**src/scl_pkg.sv**
```systemverilog
// shared types and constants for the serial command led blinker
// no dependencies; imported by scl_parser, scl_blink and the top level
package scl_pkg;

  localparam int MAX_LINE_DEF = 30;
  localparam logic [15:0] DEFAULT_MS = 16'd500;

  localparam logic [7:0] CH_L     = 8'h4C;
  localparam logic [7:0] CH_E     = 8'h45;
  localparam logic [7:0] CH_D     = 8'h44;
  localparam logic [7:0] CH_COLON = 8'h3A;
  localparam logic [7:0] CH_ZERO  = 8'h30;
  localparam logic [7:0] CH_ONE   = 8'h31;
  localparam logic [7:0] CH_NINE  = 8'h39;
  localparam logic [7:0] CH_LF    = 8'h0A;
  localparam logic [7:0] CH_CR    = 8'h0D;

  typedef enum logic [1:0] {
    REPLY_NONE   = 2'd0,
    REPLY_ACCEPT = 2'd1,
    REPLY_ERROR  = 2'd2
  } reply_t;

  // parser to blinker: line end seen and the decoded command
  typedef struct packed {
    logic        term;
    logic        accept;
    logic        enable;
    logic [15:0] on_ms;
    logic [15:0] off_ms;
  } cmd_t;

  // blinker settings and led level after the current transaction
  typedef struct packed {
    logic        led;
    logic        enable;
    logic [15:0] on_ms;
    logic [15:0] off_ms;
  } blink_view_t;

  function automatic logic [15:0] mul10_add(input logic [15:0] acc, input logic [3:0] dig);
    logic [15:0] sum;
    sum = {acc[12:0], 3'b000} + {acc[14:0], 1'b0} + {12'd0, dig};
    return sum;
  endfunction

endpackage

```
**src/scl_parser.sv**
```systemverilog
// line parser: tracks the LED:<0|1>:<on>:<off> syntax and line length
// depends on scl_pkg
module scl_parser #(
  parameter int MAX_LINE = scl_pkg::MAX_LINE_DEF
) (
  input  logic          clk,
  input  logic          rst_n,
  input  logic          step,
  input  logic          is_byte,
  input  logic [7:0]    rx_byte,
  output scl_pkg::cmd_t cmd
);
  import scl_pkg::*;

  localparam int LEN_W = $clog2(MAX_LINE);
  localparam logic [LEN_W-1:0] LEN_MAX = LEN_W'(MAX_LINE - 1);

  typedef enum logic [3:0] {
    PH_L, PH_E, PH_D, PH_C1, PH_EN, PH_C2, PH_ON0, PH_ON, PH_OFF0, PH_OFF, PH_BAD
  } phase_t;

  phase_t           phase_r, phase_nxt;
  logic [LEN_W-1:0] len_r, len_nxt;
  logic             bad_r, bad_nxt;
  logic             pen_r, pen_nxt;
  logic [15:0]      pon_r, pon_nxt;
  logic [15:0]      poff_r, poff_nxt;

  logic is_term, is_dig;
  logic [15:0] on_acc, off_acc;

  assign is_term = (rx_byte == CH_CR) || (rx_byte == CH_LF);
  assign is_dig  = (rx_byte >= CH_ZERO) && (rx_byte <= CH_NINE);
  assign on_acc  = mul10_add(pon_r, rx_byte[3:0]);
  assign off_acc = mul10_add(poff_r, rx_byte[3:0]);

  assign cmd.term   = is_byte && is_term;
  assign cmd.accept = is_byte && is_term && (phase_r == PH_OFF) && !bad_r;
  assign cmd.enable = pen_r;
  assign cmd.on_ms  = pon_r;
  assign cmd.off_ms = poff_r;

  always_comb begin
    phase_nxt = phase_r;
    len_nxt   = len_r;
    bad_nxt   = bad_r;
    pen_nxt   = pen_r;
    pon_nxt   = pon_r;
    poff_nxt  = poff_r;
    if (is_byte && is_term) begin
      phase_nxt = PH_L;
      len_nxt   = '0;
      bad_nxt   = 1'b0;
    end else if (is_byte) begin
      if (len_r >= LEN_MAX) begin
        bad_nxt = 1'b1;
      end else begin
        len_nxt = len_r + 1'b1;
      end
      case (phase_r)
        PH_L:  phase_nxt = (rx_byte == CH_L) ? PH_E : PH_BAD;
        PH_E:  phase_nxt = (rx_byte == CH_E) ? PH_D : PH_BAD;
        PH_D:  phase_nxt = (rx_byte == CH_D) ? PH_C1 : PH_BAD;
        PH_C1: phase_nxt = (rx_byte == CH_COLON) ? PH_EN : PH_BAD;
        PH_EN: begin
          if (rx_byte == CH_ZERO || rx_byte == CH_ONE) begin
            pen_nxt   = (rx_byte == CH_ONE);
            phase_nxt = PH_C2;
          end else begin
            phase_nxt = PH_BAD;
          end
        end
        PH_C2: begin
          if (rx_byte == CH_COLON) begin
            pon_nxt   = '0;
            phase_nxt = PH_ON0;
          end else begin
            phase_nxt = PH_BAD;
          end
        end
        PH_ON0, PH_ON: begin
          if (is_dig) begin
            pon_nxt   = on_acc;
            phase_nxt = PH_ON;
          end else if (phase_r == PH_ON && rx_byte == CH_COLON) begin
            poff_nxt  = '0;
            phase_nxt = PH_OFF0;
          end else begin
            phase_nxt = PH_BAD;
          end
        end
        PH_OFF0, PH_OFF: begin
          if (is_dig) begin
            poff_nxt  = off_acc;
            phase_nxt = PH_OFF;
          end else begin
            phase_nxt = PH_BAD;
          end
        end
        default: phase_nxt = PH_BAD;
      endcase
    end
  end

  always_ff @(posedge clk) begin
    if (!rst_n) begin
      phase_r <= PH_L;
      len_r   <= '0;
      bad_r   <= 1'b0;
      pen_r   <= 1'b0;
      pon_r   <= '0;
      poff_r  <= '0;
    end else if (step) begin
      phase_r <= phase_nxt;
      len_r   <= len_nxt;
      bad_r   <= bad_nxt;
      pen_r   <= pen_nxt;
      pon_r   <= pon_nxt;
      poff_r  <= poff_nxt;
    end
  end

  // an accepted line always has a clean length
  assert property (@(posedge clk) disable iff (!rst_n)
    cmd.accept |-> (len_r <= LEN_MAX))
    else $error("accept with overlong line");

  // a terminator always returns the parser to the line start
  assert property (@(posedge clk) disable iff (!rst_n)
    (step && cmd.term) |=> (phase_r == PH_L) && (len_r == '0) && !bad_r)
    else $error("parser not cleared after line end");

  // the length counter never runs past its saturation point
  assert property (@(posedge clk) disable iff (!rst_n) len_r <= LEN_MAX)
    else $error("line length overflow");

endmodule

```
**src/scl_blink.sv**
```systemverilog
// blink settings and on/off phase counter driven by millisecond ticks
// depends on scl_pkg
module scl_blink (
  input  logic                 clk,
  input  logic                 rst_n,
  input  logic                 step,
  input  logic                 is_tick,
  input  scl_pkg::cmd_t        cmd,
  output scl_pkg::blink_view_t view_nxt
);
  import scl_pkg::*;

  logic        en_r, en_nxt;
  logic [15:0] on_r, on_nxt;
  logic [15:0] off_r, off_nxt;
  logic        offph_r, offph_nxt;
  logic [15:0] ticks_r, ticks_nxt;

  logic        running;
  logic [15:0] dur, tick_inc;

  assign running  = en_r && (on_r != '0) && (off_r != '0);
  assign dur      = offph_r ? off_r : on_r;
  assign tick_inc = ticks_r + 16'd1;

  always_comb begin
    en_nxt    = en_r;
    on_nxt    = on_r;
    off_nxt   = off_r;
    offph_nxt = offph_r;
    ticks_nxt = ticks_r;
    if (is_tick) begin
      if (running) begin
        if (tick_inc >= dur) begin
          offph_nxt = !offph_r;
          ticks_nxt = '0;
        end else begin
          ticks_nxt = tick_inc;
        end
      end else begin
        offph_nxt = 1'b0;
        ticks_nxt = '0;
      end
    end else if (cmd.accept) begin
      en_nxt    = cmd.enable;
      on_nxt    = cmd.on_ms;
      off_nxt   = cmd.off_ms;
      offph_nxt = 1'b0;
      ticks_nxt = '0;
    end
  end

  always_comb begin
    view_nxt.enable = en_nxt;
    view_nxt.on_ms  = on_nxt;
    view_nxt.off_ms = off_nxt;
    if (!en_nxt || on_nxt == '0) begin
      view_nxt.led = 1'b0;
    end else if (off_nxt == '0) begin
      view_nxt.led = 1'b1;
    end else begin
      view_nxt.led = !offph_nxt;
    end
  end

  always_ff @(posedge clk) begin
    if (!rst_n) begin
      en_r    <= 1'b1;
      on_r    <= DEFAULT_MS;
      off_r   <= DEFAULT_MS;
      offph_r <= 1'b0;
      ticks_r <= '0;
    end else if (step) begin
      en_r    <= en_nxt;
      on_r    <= on_nxt;
      off_r   <= off_nxt;
      offph_r <= offph_nxt;
      ticks_r <= ticks_nxt;
    end
  end

  // a new command restarts the cycle at the start of the on phase
  assert property (@(posedge clk) disable iff (!rst_n)
    (step && !is_tick && cmd.accept) |=> !offph_r && (ticks_r == '0))
    else $error("blink cycle not restarted on command");

  // the counter only runs while blinking
  assert property (@(posedge clk) disable iff (!rst_n)
    !running |-> (ticks_r == '0) || $past(step && !is_tick))
    else $error("phase counter running while stopped");

endmodule

```
**src/serial_command_led_blinker.sv**
```systemverilog
// top level of the serial command led blinker: handshake stages and result register
// depends on scl_pkg, scl_parser, scl_blink
//
//   channel | ports                           | direction
//   in      | in_valid in_stall in_kind in_rx_byte | byte or ms tick into the block
//   out     | out_valid out_stall out_led_out out_reply out_enabled_now
//           | out_on_time_now out_off_time_now | one result per input transaction
//
// each transaction passes through the input register and then the result register
// one transaction per cycle is sustained while out_stall is low; out_valid is loaded from
// the input register's valid bit whenever the result register can take a new value
// reset loads enable 1 and 500 ms on / 500 ms off, parser at the line start
// out_stall holds the result register; the input register keeps accepting until it is full
module serial_command_led_blinker #(
  parameter int MAX_LINE = scl_pkg::MAX_LINE_DEF
) (
  input  logic        clk,
  input  logic        rst_n,
  input  logic        in_valid,
  output logic        in_stall,
  input  logic        in_kind,
  input  logic [7:0]  in_rx_byte,
  output logic        out_valid,
  input  logic        out_stall,
  output logic        out_led_out,
  output logic [1:0]  out_reply,
  output logic        out_enabled_now,
  output logic [15:0] out_on_time_now,
  output logic [15:0] out_off_time_now
);
  import scl_pkg::*;

  // input register
  logic       in_valid_r;
  logic       in_kind_r;
  logic [7:0] in_byte_r;

  // result register
  logic        out_valid_r;
  logic        led_r;
  reply_t      reply_r, reply_nxt;
  logic        en_out_r;
  logic [15:0] on_out_r;
  logic [15:0] off_out_r;

  logic        adv;   // result register can take a new value
  logic        step;  // transaction moves from input to result register
  cmd_t        cmd;
  blink_view_t view_nxt;

  assign adv      = !out_valid_r || !out_stall;
  assign step     = adv && in_valid_r;
  assign in_stall = in_valid_r && !adv;

  scl_parser #(.MAX_LINE(MAX_LINE)) u_parser (
    .clk     (clk),
    .rst_n   (rst_n),
    .step    (step),
    .is_byte (!in_kind_r),
    .rx_byte (in_byte_r),
    .cmd     (cmd)
  );

  scl_blink u_blink (
    .clk      (clk),
    .rst_n    (rst_n),
    .step     (step),
    .is_tick  (in_kind_r),
    .cmd      (cmd),
    .view_nxt (view_nxt)
  );

  // reply only on line terminators
  always_comb begin
    if (cmd.accept) begin
      reply_nxt = REPLY_ACCEPT;
    end else if (cmd.term) begin
      reply_nxt = REPLY_ERROR;
    end else begin
      reply_nxt = REPLY_NONE;
    end
  end

  // control
  always_ff @(posedge clk) begin
    if (!rst_n) begin
      in_valid_r  <= 1'b0;
      out_valid_r <= 1'b0;
    end else begin
      if (!in_stall) begin
        in_valid_r <= in_valid;
      end
      if (adv) begin
        out_valid_r <= in_valid_r;
      end
    end
  end

  // payload
  always_ff @(posedge clk) begin
    if (!in_stall) begin
      in_kind_r <= in_kind;
      in_byte_r <= in_rx_byte;
    end
    if (step) begin
      led_r     <= view_nxt.led;
      reply_r   <= reply_nxt;
      en_out_r  <= view_nxt.enable;
      on_out_r  <= view_nxt.on_ms;
      off_out_r <= view_nxt.off_ms;
    end
  end

  assign out_valid        = out_valid_r;
  assign out_led_out      = led_r;
  assign out_reply        = reply_r;
  assign out_enabled_now  = en_out_r;
  assign out_on_time_now  = on_out_r;
  assign out_off_time_now = off_out_r;

  // a tick transaction never carries a reply
  assert property (@(posedge clk) disable iff (!rst_n)
    (step && in_kind_r) |=> (out_reply == REPLY_NONE))
    else $error("reply on a tick");

  // led is only lit when enabled with a nonzero on time
  assert property (@(posedge clk) disable iff (!rst_n)
    (out_valid && out_led_out) |-> (out_enabled_now && out_on_time_now != '0))
    else $error("led on while disabled or zero on time");

  // enabled with a nonzero on time and zero off time keeps the led lit
  assert property (@(posedge clk) disable iff (!rst_n)
    (out_valid && out_enabled_now && out_on_time_now != '0 && out_off_time_now == '0)
      |-> out_led_out)
    else $error("led off with zero off time");

endmodule
```
**config.mk**
```make
export PLATFORM = sky130hd
export DESIGN_NAME = serial_command_led_blinker
export DESIGN_NICKNAME = d
export VERILOG_FILES = /design/src/scl_pkg.sv /design/src/scl_parser.sv /design/src/scl_blink.sv /design/src/serial_command_led_blinker.sv
export SDC_FILE = /design/constraint.sdc
export NUM_CORES = 1
export LEC_CHECK = 0
export BUFFER_PORTS_ARGS = -buffer_cell sky130_fd_sc_hd__buf_2
export CAP_MARGIN = 10
export CELL_PAD_IN_SITES_DETAIL_PLACEMENT = 0
export CELL_PAD_IN_SITES_GLOBAL_PLACEMENT = 1
export CORE_MARGIN = 10
export CORE_UTILIZATION = 49
export CTS_CLUSTER_SIZE = 14
export DETAILED_ROUTE_END_ITERATION = 8
export GPL_ROUTABILITY_DRIVEN = 1
export PLACE_DENSITY_LB_ADDON = 0.1
export SLEW_MARGIN = 5
export SYNTH_ARGS = -nofsm -noshare
export SYNTH_HDL_FRONTEND = slang
export SYNTH_HIERARCHICAL = 1
export SYNTH_SLANG_ARGS = --single-unit
export TNS_END_PERCENT = 30
```
**constraint.sdc**
```tcl
create_clock -name clk -period 9.3 [get_ports clk]
set_clock_uncertainty 0.1 [all_clocks]
set_input_delay 2.325 -clock clk [delete_from_list [all_inputs] [get_ports clk]]
set_output_delay 2.325 -clock clk [all_outputs]
set_load 0.03 [all_outputs]
```
==> impl_metrics.ini <==
[yosys]
syn-instance-count = 809
synth-edff-count = 45
yosysUniqueCellTypes = 81
synthFlopType = dfxtp_1
synthesis.nets = 897
yosys_warnings = 6
synth_area_um2 = 8280
synth_seq_cells = 140
async_flop_share_pct = 0
syn_avg_cell_area_um2 = 10.2
yosysSeqAreaShare_pct = 39.3

[placed_design]
portBuffers = 50
dp_hpwl_um = 14700
dp.cells = 1052
gp_congestion = 0.870

[critical_path]
cp-start-kind = input pin
worstPathRequired_ns = 6.88
cp.arrival_ns = 3.03
end_kind = primary output
worst-setup-path-type = input pin to primary output
path_max_fanout = 10

[power_and_ir_drop]
switching_share_pct = 21.6
p_int_uw = 1100
peakVddDrop_uv = 134
combPwrFrac_pct = 4.3
p_clk_share_pct = 49.4
pwr_density_cell_nw_per_um2 = 151
p_sw_uw = 301
p_leak_uw = 0.00371
seqPwrFrac_pct = 46.3

[detailed_routing]
drt-wirelength-per-cell_um = 18.4
route.met3.wl_um = 699
met2_length_um = 9580
dr.pass1.iters = 5
vias_per_cell = 5.73
drcViolationCount = 0
drt-total-wl_um = 19900
ant_nets = 0
top_layer = met4
vias = 6208
drt_iter0_markers = 343
wl_met1_um = 9370

[sta]
slew_viol_final = 0
finalHoldViolations = 0
finalCritPeriodShare_pct = 58.7
post-route-min-period_ns = 5.45
setup_viol = 0
whs_ns = 0.387
slew_headroom_pct = 30.3
tightest_slew_ns = 1.04
rsz0062_at_grt = no
fin_tns_setup_ns = 0
fmax_mhz = 183

[finish]
layout_common_cells = dfxtp_1, ha_1, nand2_1
finalNonFillerCells = 1084
final_common_cell = dfxtp_1
area_growth_syn_to_layout_pct = 11.8
layout-drive-gt1-share_pct = 19.1
antenna_cells = 0
nNetsFinal = 939

[outcome]
status = completed

[grt]
grt_max_degree = 75
grt_overflow = 0
antenna_found_initial = 0
grt.total_usage_pct = 17.9
grt_pass1_vias = 6230
grt_pass1_wl_um = 32300

[flow_run]
cap_violations = 0

[clock_network]
cts_sinks = 140
clk_latency_ns = 0.41
cts_tree = built
postCtsSetupRepairBufs = 0
clockRootBuffer = clkbuf_16
numCtsBuffers = 17
ctsResizeCount = 0
htreeDepth = 4
clkTransAtPathRegs_ns = 0.06
cts_hold_buf = 0
clock_path_buffers = 2

[die]
start_util_pct = 50.0
fp.dieH_um = 150
core_um2 = 16600
die_area_um2 = 22500
die_width_um = 150
ios = 51
placementRows = 47

[min_path]
min_path_type = flop to flop
==> layout make-up <==
class / count / area [µm²]
inverters: 27 / 101
well taps: 220 / 275
flip-flops and latches: 140 / 3250
clock buffers: 22 / 465
multi-input cells: 610 / 4740
repair buffers: 55 / 288
fillers: 1499 / 7320
clock inverters: 10 / 140
==> path summary, 6_finish.rpt <==
kind	start	end	slack, ns	cells after the start
setup / recovery	out_stall	in_stall	3.85	4
hold / removal	u_blink/ticks_r[12]	u_blink/ticks_r[12]	0.39	1
setup reg to reg	in_byte_r[2]	out_led_out	5.27	9
hold reg to reg	u_blink/ticks_r[12]	u_blink/ticks_r[12]	0.39	1
==> routing by layer <==
metal | vias to the layer above | track usage (%)
met2 | 130 | 29.1
met4 | 0 | 6.03
met1 | 2994 | 23.4
li1 | 3066 | -
met3 | 18 | 3.11
met5 | - | 0
==> synth_stat cells (24+ instances only) <==
cell / count / area (µm²)
nand3_1: 26 / 130
edfxtp_1: 45 / 1350
mux2_2: 34 / 383
ha_1: 71 / 888
a21oi_1: 34 / 170
o21ai_0: 35 / 175
dfxtp_1: 95 / 1900
nand2_1: 67 / 251
nor2_1: 45 / 169
mux2i_1: 50 / 500
xor2_1: 24 / 210
inv_1: 25 / 93.8
==> state kept, by name, indices dropped and copies added (netlist names) <==
name,count
out_off_time_now,16
out_on_time_now,16
u_blink/off_r,16
u_blink/on_r,16
u_blink/ticks_r,16
u_parser/poff_r,16
u_parser/pon_r,16
in_byte_r,8
u_parser/len_r,5
u_parser/phase_r,4
out_reply,2
in_kind_r,1
in_valid_r,1
out_enabled_now,1
out_led_out,1
out_valid,1
u_blink/en_r,1
u_blink/offph_r,1
u_parser/bad_r,1
u_parser/pen_r,1
==> power by group through the flow <==
stage | Clock (µW) | Sequential, µW | Combinational [µW]
2_1_floorplan | 0 | 667 | 35.4
3_3_place_gp | 0 | 659 | 59.2
3_5_place_dp | 0 | 659 | 60.2
4_1_cts | 704 | 646 | 60.3
5_1_grt | 731 | 647 | 64.8
6_report | 691 | 646 | 59.8
==> metrics by stage <==
| step | cell area (µm²) | worst slack, ns | util, % | power, µW |
|---|---|---|---|---|
| 2_1_floorplan | 8280 | 2.11 | - | 702 |
| 3_3_place_gp | 8660 | 3.88 | 52.2 | 718 |
| 3_5_place_dp | 8660 | 3.83 | 52.2 | 719 |
| 4_1_cts | 9270 | 3.83 | 55.9 | 1410 |
| 5_1_grt | 9270 | 3.75 | 55.9 | 1440 |
| 6_report | 9270 | 3.85 | 55.9 | 1400 |
==> worst max-delay path, cell delays in order <==
cell     delay, ns
buf_2         0.14
nand3_2       0.25
inv_2         0.12
buf_2         0.20
==> kinds of logic after synthesis <==
group,synth area share [%]
flops,39.3
fa+ha+maj,11.7
buf+inv,3.72
compound gates,12.9
simple gates,17.2
mux,10.7
xor+xnor,4.55
Power figures use the tool's default switching activity.
